### src/design/wfft_pkg.sv
// ----------------------------------------------------------------------------
// Flow filter table package
// Shared types, codes and constants of the wildcard flow filter table.
// ----------------------------------------------------------------------------
package wfft_pkg;

	localparam int DefaultDepth = 32;

	typedef enum logic [1:0] {
		MODE_CLASSIFY = 2'd0,
		MODE_INSTALL  = 2'd1,
		MODE_REMOVE   = 2'd2,
		MODE_UNUSED   = 2'd3
	} mode_t;

	typedef enum logic [2:0] {
		ST_MATCH     = 3'd0,
		ST_NOMATCH   = 3'd1,
		ST_INSTALLED = 3'd2,
		ST_FULL      = 3'd3,
		ST_REMOVED   = 3'd4,
		ST_NOTINST   = 3'd5
	} status_t;

	typedef struct packed {
		logic load;
		logic scan_clear;
		logic scan_step;
		logic write_entry;
		logic clear_valid;
	} ctrl_cmd_t;

	typedef struct packed {
		logic hit;
		logic valid;
		logic scan_done;
		logic free_found;
		logic remove_ok;
	} ctrl_stat_t;

endpackage

### src/design/wfft_datapath.sv
// ----------------------------------------------------------------------------
// Flow filter table datapath
// Holds the filter memory, valid bits, the request register and scan index.
// ----------------------------------------------------------------------------
module wfft_datapath import wfft_pkg::*; #(
	parameter int TABLE_DEPTH = DefaultDepth,
	localparam int IW = $clog2(TABLE_DEPTH)
) (
	input  logic             clk,
	input  logic             arst_n,
	input  ctrl_cmd_t        cmd,
	output ctrl_stat_t       stat,
	output logic [IW-1:0]    index,
	output logic [IW-1:0]    free_index,
	output logic [IW-1:0]    remove_index,
	input  logic [31:0]      source_address,
	input  logic [31:0]      dest_address,
	input  logic [15:0]      source_port,
	input  logic [15:0]      dest_port,
	input  logic             check_ident,
	input  logic [15:0]      ident_low,
	input  logic [15:0]      ident_high,
	input  logic [4:0]       slot
);

	logic [31:0] sa_q, da_q;
	logic [15:0] sp_q, dp_q, ilo_q, ihi_q;
	logic        chk_q;
	logic [4:0]  slot_q;
	logic [IW-1:0] slot_idx;
	logic [IW:0] idx_q;
	logic [TABLE_DEPTH-1:0] valid_q;
	logic [IW-1:0] free_idx;
	logic        free_any;

	logic [31:0] mem_sa [TABLE_DEPTH];
	logic [31:0] mem_da [TABLE_DEPTH];
	logic [31:0] mem_pt [TABLE_DEPTH];
	logic [32:0] mem_id [TABLE_DEPTH];
	logic [31:0] rd_sa, rd_da, rd_pt;
	logic [32:0] rd_id;
	logic        rd_valid_s1;
	logic        rd_last_s1;
	logic        slot_in_range;

	assign slot_idx = IW'(slot_q);

	always_ff @(posedge clk) begin
		if (cmd.load) begin
			sa_q <= source_address;
			da_q <= dest_address;
			sp_q <= source_port;
			dp_q <= dest_port;
			chk_q <= check_ident;
			ilo_q <= ident_low;
			ihi_q <= ident_high;
			slot_q <= slot;
		end
		if (cmd.write_entry) begin
			mem_sa[free_idx] <= sa_q;
			mem_da[free_idx] <= da_q;
			mem_pt[free_idx] <= {sp_q, dp_q};
			mem_id[free_idx] <= {chk_q, ilo_q, ihi_q};
		end
		rd_sa <= mem_sa[idx_q[IW-1:0]];
		rd_da <= mem_da[idx_q[IW-1:0]];
		rd_pt <= mem_pt[idx_q[IW-1:0]];
		rd_id <= mem_id[idx_q[IW-1:0]];
	end

	always_ff @(posedge clk or negedge arst_n) begin
		if (!arst_n) begin
			valid_q <= '0;
			idx_q <= '0;
			rd_valid_s1 <= 1'b0;
			rd_last_s1 <= 1'b0;
			index <= '0;
		end else begin
			if (cmd.scan_clear) begin
				idx_q <= '0;
				rd_valid_s1 <= 1'b0;
				rd_last_s1 <= 1'b0;
			end else if (cmd.scan_step) begin
				rd_valid_s1 <= (idx_q < (IW+1)'(TABLE_DEPTH)) && valid_q[idx_q[IW-1:0]];
				rd_last_s1 <= idx_q == (IW+1)'(TABLE_DEPTH - 1);
				index <= idx_q[IW-1:0];
				if (idx_q < (IW+1)'(TABLE_DEPTH)) idx_q <= idx_q + 1'b1;
			end
			if (cmd.write_entry) valid_q[free_idx] <= 1'b1;
			if (cmd.clear_valid) valid_q[slot_idx] <= 1'b0;
		end
	end

	always_comb begin
		free_idx = '0;
		free_any = 1'b0;
		for (int i = TABLE_DEPTH - 1; i >= 0; i--) begin
			if (!valid_q[i]) begin
				free_idx = IW'(i);
				free_any = 1'b1;
			end
		end
	end

	always_comb begin
		if (TABLE_DEPTH >= 32) slot_in_range = 1'b1;
		else slot_in_range = 32'(slot_q) < TABLE_DEPTH;
	end

	logic match;
	always_comb begin
		match = rd_valid_s1;
		if (rd_sa != 32'd0 && rd_sa != sa_q) match = 1'b0;
		if (rd_da != 32'd0 && rd_da != da_q) match = 1'b0;
		if (rd_pt[31:16] != 16'd0 && rd_pt[31:16] != sp_q) match = 1'b0;
		if (rd_pt[15:0] != 16'd0 && rd_pt[15:0] != dp_q) match = 1'b0;
		if (rd_id[32] && (ilo_q < rd_id[31:16] || ilo_q > rd_id[15:0])) match = 1'b0;
	end

	assign stat.hit = match;
	assign stat.valid = rd_valid_s1;
	assign stat.scan_done = rd_last_s1;
	assign stat.free_found = free_any;
	assign stat.remove_ok = slot_in_range && valid_q[slot_idx];
	assign free_index = free_idx;
	assign remove_index = slot_idx;

endmodule

### src/design/wfft_ctrl.sv
// ----------------------------------------------------------------------------
// Flow filter table controller
// Sequences install, remove and classify transactions and drives results.
// ----------------------------------------------------------------------------
module wfft_ctrl import wfft_pkg::*; #(
	parameter int TABLE_DEPTH = DefaultDepth,
	localparam int IW = $clog2(TABLE_DEPTH)
) (
	input  logic          clk,
	input  logic          arst_n,
	input  logic          start,
	input  logic [1:0]    mode,
	output logic          busy,
	output ctrl_cmd_t     cmd,
	input  ctrl_stat_t    stat,
	input  logic [IW-1:0] index,
	input  logic [IW-1:0] free_index,
	input  logic [IW-1:0] remove_index,
	output logic          strobe,
	output logic [2:0]    status,
	output logic [4:0]    slot_out,
	output logic          last
);

	typedef enum logic [2:0] {S_IDLE, S_INSTALL, S_REMOVE, S_SCAN, S_DRAIN} state_t;
	state_t state_q;
	logic any_q;
	logic pend_q;
	logic [IW-1:0] pend_idx_q;
	logic accept;

	assign accept = start && !busy;

	always_comb begin
		cmd = '0;
		cmd.load = accept;
		cmd.scan_clear = accept;
		cmd.scan_step = (state_q == S_SCAN);
		cmd.write_entry = (state_q == S_INSTALL) && stat.free_found;
		cmd.clear_valid = (state_q == S_REMOVE) && stat.remove_ok;
	end

	always_ff @(posedge clk or negedge arst_n) begin
		if (!arst_n) begin
			state_q <= S_IDLE;
			busy <= 1'b0;
			strobe <= 1'b0;
			status <= ST_NOMATCH;
			slot_out <= '0;
			last <= 1'b0;
			any_q <= 1'b0;
			pend_q <= 1'b0;
			pend_idx_q <= '0;
		end else begin
			strobe <= 1'b0;
			unique case (state_q)
				S_IDLE: begin
					if (accept) begin
						any_q <= 1'b0;
						pend_q <= 1'b0;
						case (mode)
							MODE_CLASSIFY: begin state_q <= S_SCAN; busy <= 1'b1; end
							MODE_INSTALL: begin state_q <= S_INSTALL; busy <= 1'b1; end
							MODE_REMOVE: begin state_q <= S_REMOVE; busy <= 1'b1; end
							default: ;
						endcase
					end
				end
				S_INSTALL: begin
					strobe <= 1'b1;
					last <= 1'b1;
					status <= stat.free_found ? ST_INSTALLED : ST_FULL;
					slot_out <= stat.free_found ? 5'(free_index) : 5'd0;
					state_q <= S_IDLE;
					busy <= 1'b0;
				end
				S_REMOVE: begin
					strobe <= 1'b1;
					last <= 1'b1;
					status <= stat.remove_ok ? ST_REMOVED : ST_NOTINST;
					slot_out <= stat.remove_ok ? 5'(remove_index) : 5'd0;
					state_q <= S_IDLE;
					busy <= 1'b0;
				end
				S_SCAN, S_DRAIN: begin
					if (stat.hit) begin
						if (pend_q) begin
							strobe <= 1'b1;
							status <= ST_MATCH;
							slot_out <= 5'(pend_idx_q);
							last <= 1'b0;
						end
						pend_q <= 1'b1;
						pend_idx_q <= index;
						any_q <= 1'b1;
					end
					if (state_q == S_DRAIN) begin
						strobe <= 1'b1;
						last <= 1'b1;
						status <= any_q ? ST_MATCH : ST_NOMATCH;
						slot_out <= any_q ? 5'(pend_idx_q) : 5'd0;
						state_q <= S_IDLE;
						busy <= 1'b0;
					end else if (stat.scan_done) begin
						if (stat.hit) begin
							if (pend_q) state_q <= S_DRAIN;
							else begin
								strobe <= 1'b1;
								last <= 1'b1;
								status <= ST_MATCH;
								slot_out <= 5'(index);
								state_q <= S_IDLE;
								busy <= 1'b0;
							end
						end else begin
							strobe <= 1'b1;
							last <= 1'b1;
							status <= pend_q ? ST_MATCH : ST_NOMATCH;
							slot_out <= pend_q ? 5'(pend_idx_q) : 5'd0;
							state_q <= S_IDLE;
							busy <= 1'b0;
						end
					end
				end
				default: state_q <= S_IDLE;
			endcase
		end
	end

endmodule

### src/design/wildcard_flow_filter_table.sv
// ----------------------------------------------------------------------------
// Wildcard flow filter table
// Installs, removes and classifies against a table of wildcard flow filters.
// ----------------------------------------------------------------------------
// Install and remove each end in a single result on strobe with last set.
// Classify walks the table one slot per cycle through a registered memory
// read; when the last slot matches after an earlier match it passes through
// a drain state before its final result. Results leave on strobe in ascending
// slot order, one per cycle at most, and cannot be held off.
module wildcard_flow_filter_table import wfft_pkg::*; #(
	parameter int TABLE_DEPTH = DefaultDepth
) (
	input  logic        clk,
	input  logic        arst_n,
	input  logic        start,
	output logic        busy,
	input  logic [1:0]  mode,
	input  logic [31:0] source_address,
	input  logic [31:0] dest_address,
	input  logic [15:0] source_port,
	input  logic [15:0] dest_port,
	input  logic        check_ident,
	input  logic [15:0] ident_low,
	input  logic [15:0] ident_high,
	input  logic [4:0]  slot,
	output logic        strobe,
	output logic [2:0]  status,
	output logic [4:0]  slot_out,
	output logic        last
);

	localparam int IW = $clog2(TABLE_DEPTH);
	ctrl_cmd_t cmd;
	ctrl_stat_t stat;
	logic [IW-1:0] index, free_index, remove_index;

	wfft_datapath #(.TABLE_DEPTH(TABLE_DEPTH)) u_dp (
		.clk, .arst_n, .cmd, .stat, .index, .free_index, .remove_index,
		.source_address, .dest_address, .source_port, .dest_port,
		.check_ident, .ident_low, .ident_high, .slot
	);

	wfft_ctrl #(.TABLE_DEPTH(TABLE_DEPTH)) u_ctrl (
		.clk, .arst_n, .start, .mode, .busy, .cmd, .stat, .index,
		.free_index, .remove_index, .strobe, .status, .slot_out, .last
	);

	a_no_strobe_idle: assert property (@(posedge clk) disable iff (!arst_n)
		$past(!busy) && !$past(start) |-> !strobe)
		else $error("result without a transaction");
	a_done_last: assert property (@(posedge clk) disable iff (!arst_n)
		$fell(busy) |-> strobe && last)
		else $error("transaction ended without a final result");
	a_last_ends: assert property (@(posedge clk) disable iff (!arst_n)
		strobe && last |-> !busy)
		else $error("final result while still busy");

endmodule

### config.mk
export PLATFORM = sky130hd
export DESIGN_NAME = wildcard_flow_filter_table
export DESIGN_NICKNAME = d
export VERILOG_FILES = /design/src/design/wfft_pkg.sv /design/src/design/wfft_datapath.sv /design/src/design/wfft_ctrl.sv /design/src/design/wildcard_flow_filter_table.sv
export SDC_FILE = /design/constraint.sdc
export NUM_CORES = 2
export LEC_CHECK = 0
export ABC_CLOCK_PERIOD_IN_PS = 20200
export BUFFER_PORTS_ARGS = -buffer_cell sky130_fd_sc_hd__buf_4
export CAP_MARGIN = 40
export CORE_MARGIN = 8
export CORE_UTILIZATION = 35
export CTS_CLUSTER_DIAMETER = 120
export DETAILED_ROUTE_END_ITERATION = 10
export SYNTH_ARGS = -nofsm -noshare
export SYNTH_HDL_FRONTEND = slang
export SYNTH_MEMORY_MAX_BITS = 65536
export SYNTH_SLANG_ARGS = --single-unit
### constraint.sdc
create_clock -name clk -period 20.2 [get_ports clk]
set_input_delay 2.02 -clock clk [delete_from_list [all_inputs] [get_ports clk]]
set_output_delay 2.02 -clock clk [all_outputs]
set_load 0.02 [all_outputs]
==> run_results.csv <==
group,metric,value,unit
critical_path,cp_max_fo,160,
drt,firstDrtPassIters,7,
synth,syn_nets,7052,
clock_network,cts_resized,0,
critical_path,critPathBufInv,6,
cells_and_area,area_growth,16.1,%
cells_and_area,final_common_cell,"edfxtp_1",
sta,setup_viol,0,
die,die-area,505000,um2
clock_network,cts_tree,"built",
clock_network,cts_setup_buffers,0,
die,initial_core_util,0.351,
synth,synth-edff-count,4262,
worst_hold_path,holdCritPathClass,"reg -> reg",
cells_and_area,fin_nets,7646,
cells_and_area,final_cell_mix,"4262 x edfxtp_1, 1301 x mux4_2, 452 x clkbuf_16",
global_route,grt_pass1_vias,80000,
synth,postSynthAreaPerCell,24.5,um2
clock_network,h-tree-depth,5,
drt,drc_errors,0,
synth,yosys-top-cells-area,"edfxtp_1 76%, mux4_2 17%, dfxtp_1 1.5%, dfrtp_1 0.95%, mux2_2 0.93%",
sta,period_needed,6.34,ns
critical_path,critPathCaptureType,"register",
critical_path,arrival,7.20,ns
critical_path,required,21.06,ns
synth,yosysWarnings,0,
synth,synth_ff_type,"edfxtp_1",
power,ir_worst_vdd,0.0839,mV
critical_path,crit_type,"reg -> reg",
synth,yosysTopAreaCell,"edfxtp_1",
sta,fmax,0.158,GHz
synth,ys_types,70,
sta,max-slew-margin-rel,0.185,
place,gp_congestion,0.793,
critical_path,slowest_delay,0.94,ns
sta,fin_skew,0.101,ns
synth,synthArstFlopShare,0.0146,
die,die_h,710,um
global_route,track_usage,0.172,
synth,ys_ff_latch,4456,
global_route,grt_overflow,0,
place,hpwl,227,mm
clock_network,cts-hold-fix-buffers,0,
sta,hold_viol,0,
critical_path,path_cells,"buf_4 > buf_4 > buf_16 > buf_4 > buf_12 > buf_4 > mux4_2 > mux4_2 > mux2_2",
cells_and_area,seq_area,132000,um2
power,power.density,105,nW/um2
clock_network,clkTransAtPathRegs,0.06,ns
sta,finalMaxSlewViolations,0,
clock_network,clk_path_buf_depth,4,
cells_and_area,layout-drive-gt1-share,0.336,
cells_and_area,n_fill_cell,41400,
critical_path,cp-start-kind,"register",
die,pin_count,150,
synth,syn_area,169000,um2
power,p_leak,59.0,nW
global_route,grt_antenna_before_repair,24,
clock_network,clk_latency,1.03,ns
drt,drtIter0Drc,9598,
die,die_w,710,um
critical_path,cp_slowest_cell,"dfrtp_4",
synth,synth_seq_area_share,0.783,
die,core_area,481000,um2
critical_path,cp_top_family,"buffers and inverters",
global_route,grt_max_degree,161,
drt,wl_per_cell,31.2,um
drt,wl,446,mm
clock_network,numCtsBuffers,444,
run_status,outcome,"finished, final reports clean",
sta,tns,0,ns
drt,vias,78800,
clock_network,clock-sinks,4456,
drt,ant_nets,0,
cells_and_area,fin_util,0.407,
global_route,grt_pass1_wl,624,mm
die,rows,255,
synth,synth_top_area_share,0.758,
synth,synth_cells,6881,
job,cap_violations,0,
place,portBuffers,149,
sta,rsz0062_at_grt,"no",
sta,worst_slew_pin_slew,1.22,ns
cells_and_area,multi_input_area,35200,um2
sta,period_share,0.314,
clock_network,root_buffer,"clkbuf_16",
critical_path,critPathMostFrequentCell,"buf_4",
drt,drt-vias-per-instance,5.51,
-- logic make-up (layout without fill, tap and decap cells) --
logic type | after synthesis | after routing | share of synthesized area
mux | 1452 | 1452 | 0.184
buf+inv | 388 | 1368 | 0.00914
flops | 4456 | 4456 | 0.783
compound gates | 170 | 170 | 0.00703
xor+xnor | 100 | 100 | 0.00519
fa+ha+maj | 33 | 33 | 0.00243
simple gates | 282 | 282 | 0.00863
other cells | 0 | 9 | 0
-- cell usage after synthesis, types with 4 or more instances --
master,instances
and3_1,6
clkbuf_1,207
ha_1,32
inv_1,45
o32a_1,26
o211ai_1,5
nand2_1,61
buf_2,29
mux4_1,7
mux4_2,1301
nand4_1,43
o31a_1,5
xnor2_1,97
o22ai_1,4
dfxtp_1,129
edfxtp_1,4262
nor2_1,46
nand3_1,21
mux2i_1,5
and4_1,4
a31oi_1,12
a211oi_1,4
nor2b_1,10
a21o_1,6
dfrtp_1,64
o21ai_0,30
nor4_1,33
nor3_1,30
a21boi_0,4
a21oi_1,41
buf_1,99
nand2b_1,7
a41o_1,4
nor3b_1,4
or3_1,4
mux2_2,139
-- per-layer routing --
metal / vias to the layer above / global-route usage / part of all wire
met5: - / 0 / 0.00022
met4: 16 / 0.0389 / 0.023
met3: 662 / 0.0274 / 0.074
met2: 3447 / 0.277 / 0.48
met1: 43600 / 0.248 / 0.42
li1: 31000 / - / -
-- worst register-to-register path: stages, from the launching register on --
cell     delay, ns
dfrtp_4       0.94
buf_4         0.83
buf_4         0.40
buf_16        0.30
buf_4         0.72
buf_12        0.71
buf_4         1.06
mux4_2        0.46
mux4_2        0.50
mux2_2        0.29
-- per-stage QoR --
| stage | worst slack, ns | hold slack (ns) | area (um2) | cells | total power [mW] |
|---|---|---|---|---|---|
| after floorplan | 5.13 | 0.480 | 169000 | 6881 | 12.0 |
| after global placement | 13.72 | 0.492 | 179000 | 13300 | 12.5 |
| after detailed placement | 13.92 | 0.497 | 181000 | 13400 | 12.6 |
| after CTS | 13.89 | 0.510 | 196000 | 14300 | 20.7 |
| after global routing | 13.70 | 0.525 | 196000 | 14300 | 21.2 |
| final | 13.86 | 0.501 | 196000 | 14300 | 20.6 |
-- sequential cells by signal, indices dropped and copies added, names as in the netlist, 32 cells and up --
signal,flops
u_dp.rd_da,32
u_dp.mem_pt,1024
u_dp.rd_id,33
u_dp.rd_pt,32
u_dp.rd_sa,32
u_dp.da_q,32
u_dp.sa_q,32
u_dp.valid_q,32
u_dp.mem_id,1056
u_dp.mem_sa,1024
u_dp.mem_da,1024
-- area by class of cell --
cell class	instances	share of cell area
Timing Repair Buffer	489	0.0300
Sequential cell	4456	0.675
Clock buffer	596	0.0618
Inverter	47	0.000939
Multi-Input combinational cell	2037	0.180
Tap cell	6425	0.0410
Antenna cell	9	0.000115
Clock inverter	236	0.0117
-- final timing paths --
kind | start | to | slack, ns | cells after the start
setup / recovery | u_dp.idx_q[1] | u_dp.rd_id[18] | 13.86 | 9
hold / removal | u_dp.sa_q[19] | u_dp.mem_sa[11][19] | 0.50 | 0
setup reg to reg | u_dp.idx_q[1] | u_dp.rd_id[18] | 13.86 | 9
hold reg to reg | u_dp.sa_q[19] | u_dp.mem_sa[11][19] | 0.50 | 0
max in group asynchronous | arst_n | u_ctrl.status[0] | 18.86 | 2
min in group asynchronous | arst_n | u_dp.idx_q[4] | 0.81 | 1
-- power breakdown --
group / total [mW] / internal [mW] / switching, mW
registers: 10.7 / 10.5 / 0.188
logic: 1.72 / 0.771 / 0.948
clock network: 8.15 / 4.60 / 3.55
Note: power is estimated with default switching activity, not from simulation.
